File: src/rtl/plm_pkg.sv
// Shared constants, types and codes for the ping liveness monitor.
package plm_pkg;

  // Table geometry
  localparam int NUM_PEERS       = 16;
  localparam int MAX_OUTSTANDING = 8;

  localparam int PEER_W     = 4;
  localparam int WORD_W     = 32;
  localparam int PEER_IDX_W = $clog2(NUM_PEERS);
  localparam int SLOT_W     = $clog2(MAX_OUTSTANDING);
  localparam int RING_AW    = PEER_IDX_W + SLOT_W;
  localparam int RING_DEPTH = NUM_PEERS * MAX_OUTSTANDING;

  localparam logic [WORD_W-1:0] PING_GRACE_RST = 32'd15000;

  // Request actions
  typedef enum logic [1:0] {
    ACT_PING  = 2'd0,
    ACT_PONG  = 2'd1,
    ACT_RESET = 2'd2,
    ACT_QUERY = 2'd3
  } action_t;

  // Write request into the send-time ring
  typedef struct packed {
    logic               en;
    logic [RING_AW-1:0] addr;
    logic [WORD_W-1:0]  data;
  } ring_wr_t;

endpackage

File: src/rtl/plm_send_ring.sv
// Send-time ring memory with registered read and write-to-read forwarding.
module plm_send_ring (
  input  logic                      clk,
  input  plm_pkg::ring_wr_t         wr,
  input  logic                      rd_en,
  input  logic [plm_pkg::RING_AW-1:0] rd_addr,
  output logic [plm_pkg::WORD_W-1:0]  rd_data
);
  import plm_pkg::*;

  logic [WORD_W-1:0] mem [RING_DEPTH];
  logic [WORD_W-1:0] rd_data_r;

  // Write the slot of a new ping
  always_ff @(posedge clk) begin
    if (wr.en) begin
      mem[wr.addr] <= wr.data;
    end
  end

  // Read, forwarding a same-cycle write to the same slot
  always_ff @(posedge clk) begin
    if (rd_en) begin
      if (wr.en && (wr.addr == rd_addr)) begin
        rd_data_r <= wr.data;
      end else begin
        rd_data_r <= mem[rd_addr];
      end
    end
  end

  assign rd_data = rd_data_r;

endmodule

File: config.mk
export PLATFORM = sky130hd
export DESIGN_NAME = plm_send_ring
export DESIGN_NICKNAME = d
export VERILOG_FILES = /design/src/rtl/plm_pkg.sv /design/src/rtl/plm_send_ring.sv
export SDC_FILE = /design/constraint.sdc
export NUM_CORES = 2
export LEC_CHECK = 0
export BUFFER_PORTS_ARGS = -buffer_cell sky130_fd_sc_hd__buf_2
export CORE_MARGIN = 5
export CORE_UTILIZATION = 30
export CTS_CLUSTER_DIAMETER = 30
export DETAILED_ROUTE_END_ITERATION = 10
export PLACE_DENSITY = 0.44
export SLEW_MARGIN = 20
export SYNTH_ARGS = -nofsm -noshare
export SYNTH_HDL_FRONTEND = slang
export SYNTH_SLANG_ARGS = --single-unit
export TNS_END_PERCENT = 20
File: constraint.sdc
create_clock -name clk -period 6.6 [get_ports clk]
set_input_delay 0.33 -clock clk [delete_from_list [all_inputs] [get_ports clk]]
set_output_delay 0.33 -clock clk [all_outputs]
set_load 0.03 [all_outputs]
; Word-level counts from Yosys, hierarchy flattened
; Memories as Yosys holds them, arrays and structs flattened. A register that Yosys moved wholly into a read port is not among the register bits.
; Cells that the tools add are included.
[word_totals]
regBits = 0
ramBits = 4096
out_inout_bits = 32
wordCells = 3
mem_count = 1
[classes]
mux = 2
[memory_table]
columns = name, words, word_bits, read_ports, rd_clocked_by_memory_dff, write_ports, line
row1 = mem, 128, 32, 1, 1, 1, plm_send_ring.sv:11  ; logic [WORD_W-1:0] mem [RING_DEPTH];
[ops]
columns = operator, n
row1 = 2-to-1 mux 1 bit, 2

; Depth between registers and ports, before layout
[logic_depth]
word_depth = 2
depth_mapped = 11

; Least setup slack after synthesis
; OpenSTA, ideal clock, no wires.
[synth_timing]
path_type = in2reg
from = input port wr[36] (netlist name)
to = memory mem[81][0] (enable)
arrival_ps = 3337
t_required_ps = 6139
path_slack_ps = 2802
cell_stages = 4
cell_sequence = clkbuf_1 > nor2b_1 > nand3_1 > nor3_1
[synth_lines]
columns = element, line
row1 = "start, declared", plm_send_ring.sv:4  ; input plm_pkg::ring_wr_t wr,
row2 = "end, declared", plm_send_ring.sv:11
; Straight into the memory's write port.

==> flow_summary.ini <==
[run_status]
status = completed

[power]
switchingPower_mw = 16.83
p_leak_nw = 64.93
vdd_ir_drop_max_mv = 0.2512
seq_power_share_pct = 37.1
swShare_pct = 21.42
p_comb_share_pct = 3.9
internal_power_mw = 61.73
power.share.clock_pct = 59.0
p_per_area_mw_per_mm2 = 389.6

[grt]
grtUsageTotal_pct = 17.88
antenna_found_initial = 66
grt_pass1_vias = 83200
grt_pass1_wl_um = 680200
overflow = 0
grt_max_degree = 98

[logic_synthesis]
seq_area_frac_synth_pct = 78.52
synth_top_area_share_pct = 78.52
synth_area_per_cell_um2 = 22.46
yosys-top-cells-area = edfxtp_1 79%, mux4_2 13%, mux2i_1 2.8%, o22ai_1 0.63%, a211oi_1 0.60%
synth_nets = 7079
synth_area_mm2 = 0.1579
synthDistinctLibCells = 39
synth_ff_type = edfxtp_1
synth_edf_count = 4128
syn_inst = 7030
synth_warnings = 0
async_flop_share_pct = 0
synth_area_leader_cell = edfxtp_1
ys_ff_latch = 4128

[critical_path]
critical-path-top-delay-family = buffers and inverters
r2r-start = mem[16][19]
crit_chain = buf_8 -> buf_4 -> buf_4 -> mux4_2 -> nor2b_1 -> a211oi_1 -> a21oi_1 -> o21ai_1 -> o21ai_1
cp_slowest_stage_delay_ns = 0.77
crit_path_max_fanout = 43
crit_type = in2reg
r2r_end = rd_data[19]
cpMaxStageDelayCell = o21ai_1
crit_end = rd_data[21]
start_kind = input pin
cp.depth = 9
rr_worst_depth = 7
reg2reg_slack_ns = 3.34
crit_path_start = rd_addr[3]
crit_buf_inv = 3
crit_arrival_ns = 4.21
worstPathRequired_ns = 7.35
cp-end-kind = flop

[clock_network]
cts_tree = yes
cts_htree_levels = 6
cts_resized = 0
numCtsBuffers = 911
clk_latency_ns = 1.09
post_cts_buffers = 0
cts_root_buf = clkbuf_16
hold_buffers = 33
clk_pin_slew_ns = 0.04
clkSinkCount = 4128
cts_buffer_depth = 4

[drt]
wl_per_cell_um = 31.38
dr.pass1.iters = 7
routed_wl_um = 494000
drc = 0
viasPerCell = 5.067
vias = 79760
drtIter0Drc = 8173
ant_nets = 0

[sta]
final.period_utilization_pct = 52.39
fin_skew_ns = 0.06877
tightestPinTransition_ns = 1.213
max_slew_margin_pct = 18.95
rsz0062_at_grt = false
finalSetupTns_ns = 0
hold_viol = 0
final-max-slew-violation-count = 0
min_period_ns = 3.458
holdWs_ns = 0.1714
timing.fmax_ghz = 0.2892
setup_viol = 0

[floorplan]
ioPinCount = 81
die_area_mm2 = 0.5408
initial_utilization_pct = 30.10
core_mm2 = 0.5245
fp.dieH_um = 735.4
die_x_um = 735.4
num_rows = 266

[finish]
final_cell_mix = 4128 x edfxtp_1, 920 x clkbuf_16, 896 x mux4_2, 448 x mux2i_1, 290 x buf_4
final_common_cell = edfxtp_1
final_layout_size_suffix_gt1_share_pct = 34.08
instances_no_fill = 15740
nets = 8009
syn2layout_area_growth_pct = 27.73

[placement]
dp_cells = 13980
port_buffers = 80
place_hpwl_um = 280500
place_congestion = 0.7794

[flow_run]
max_cap_viol_count = 0

[hold_path]
min_path_type = in2reg
## how the worst min path moves through the flow
stage,start,end,cells past startpoint
after floorplan,wr[0],mem[0][0],0
after global placement,wr[2],mem[6][2],1
after detailed placement,wr[2],mem[7][2],1
after CTS,wr[27],mem[62][27],2
after global routing,wr[37],mem[115][7],3
final,wr[37],mem[114][7],3
## final cells by class
cell class	instances	area (um2)
fill	47180	322900
sequential	4128	124000
multi-input combinational	2447	32960
clock buffer	1037	23460
tap	6968	8718
clock inverter	672	8483
timing repair buffer	439	3881
inverter	33	123.9
antenna	19	47.55
## metrics by stage
stage	worst slack (ns)	power, mW	area (um2)	utilization, %
4_1_cts	3.119	79.32	201600	38.43
2_1_floorplan	2.802	30.99	157900	-
3_3_place_gp	1.332	32.63	169100	32.23
6_report	3.142	78.56	201600	38.44
3_5_place_dp	1.919	32.68	169300	32.28
5_1_grt	3.018	80.88	201600	38.44
## routing by layer
layer	vias up	GRT usage [%]	wire, um
li1	32400	-	-
met5	-	0	126
met3	679	3.984	35590
met1	43750	24.67	212400
met2	2917	28.53	233500
met4	24	4.816	12350
## worst register-to-register path, cell delays in order (launching register included)
cell and delay [ns]:
edfxtp_1 0.37, mux4_2 0.46, nor2b_1 0.16, a211oi_1 0.54, o22ai_1 0.29, clkbuf_4 0.26
a32oi_1 0.72, o21ai_1 0.18
## flip-flops by register name, indices dropped and copies added (netlist names)
signal / flops
mem: 4096
rd_data: 32
## Yosys cell counts (73+ instances only)
master and number:
a211oi_1 126, a21oi_1 97, a22oi_1 96, buf_2 112, clkbuf_1 224, edfxtp_1 4128, mux2i_1 448, mux4_2 896
nor2_1 126, nor2b_1 103, nor3_1 73, o22ai_1 160
## cell families (layout without fill, tap and decap cells)
logic type / after synthesis / in the layout / synth area share (%)
compound gates: 673 / 673 / 2.947
xor+xnor: 7 / 7 / 0.03884
buf+inv: 455 / 2181 / 1.375
flops: 4128 / 4128 / 78.52
mux: 1378 / 1378 / 15.87
other cells: 0 / 19 / 0
simple gates: 389 / 389 / 1.250
## power groups by stage
stage / clock (mW) / combinational [mW] / sequential (mW)
2_1_floorplan: 0 / 1.39 / 29.6
3_3_place_gp: 0 / 3.03 / 29.6
3_5_place_dp: 0 / 3.07 / 29.6
4_1_cts: 47.1 / 3.10 / 29.1
5_1_grt: 48.6 / 3.19 / 29.1
6_report: 46.4 / 3.03 / 29.1
Power figures use the tool's default switching activity.
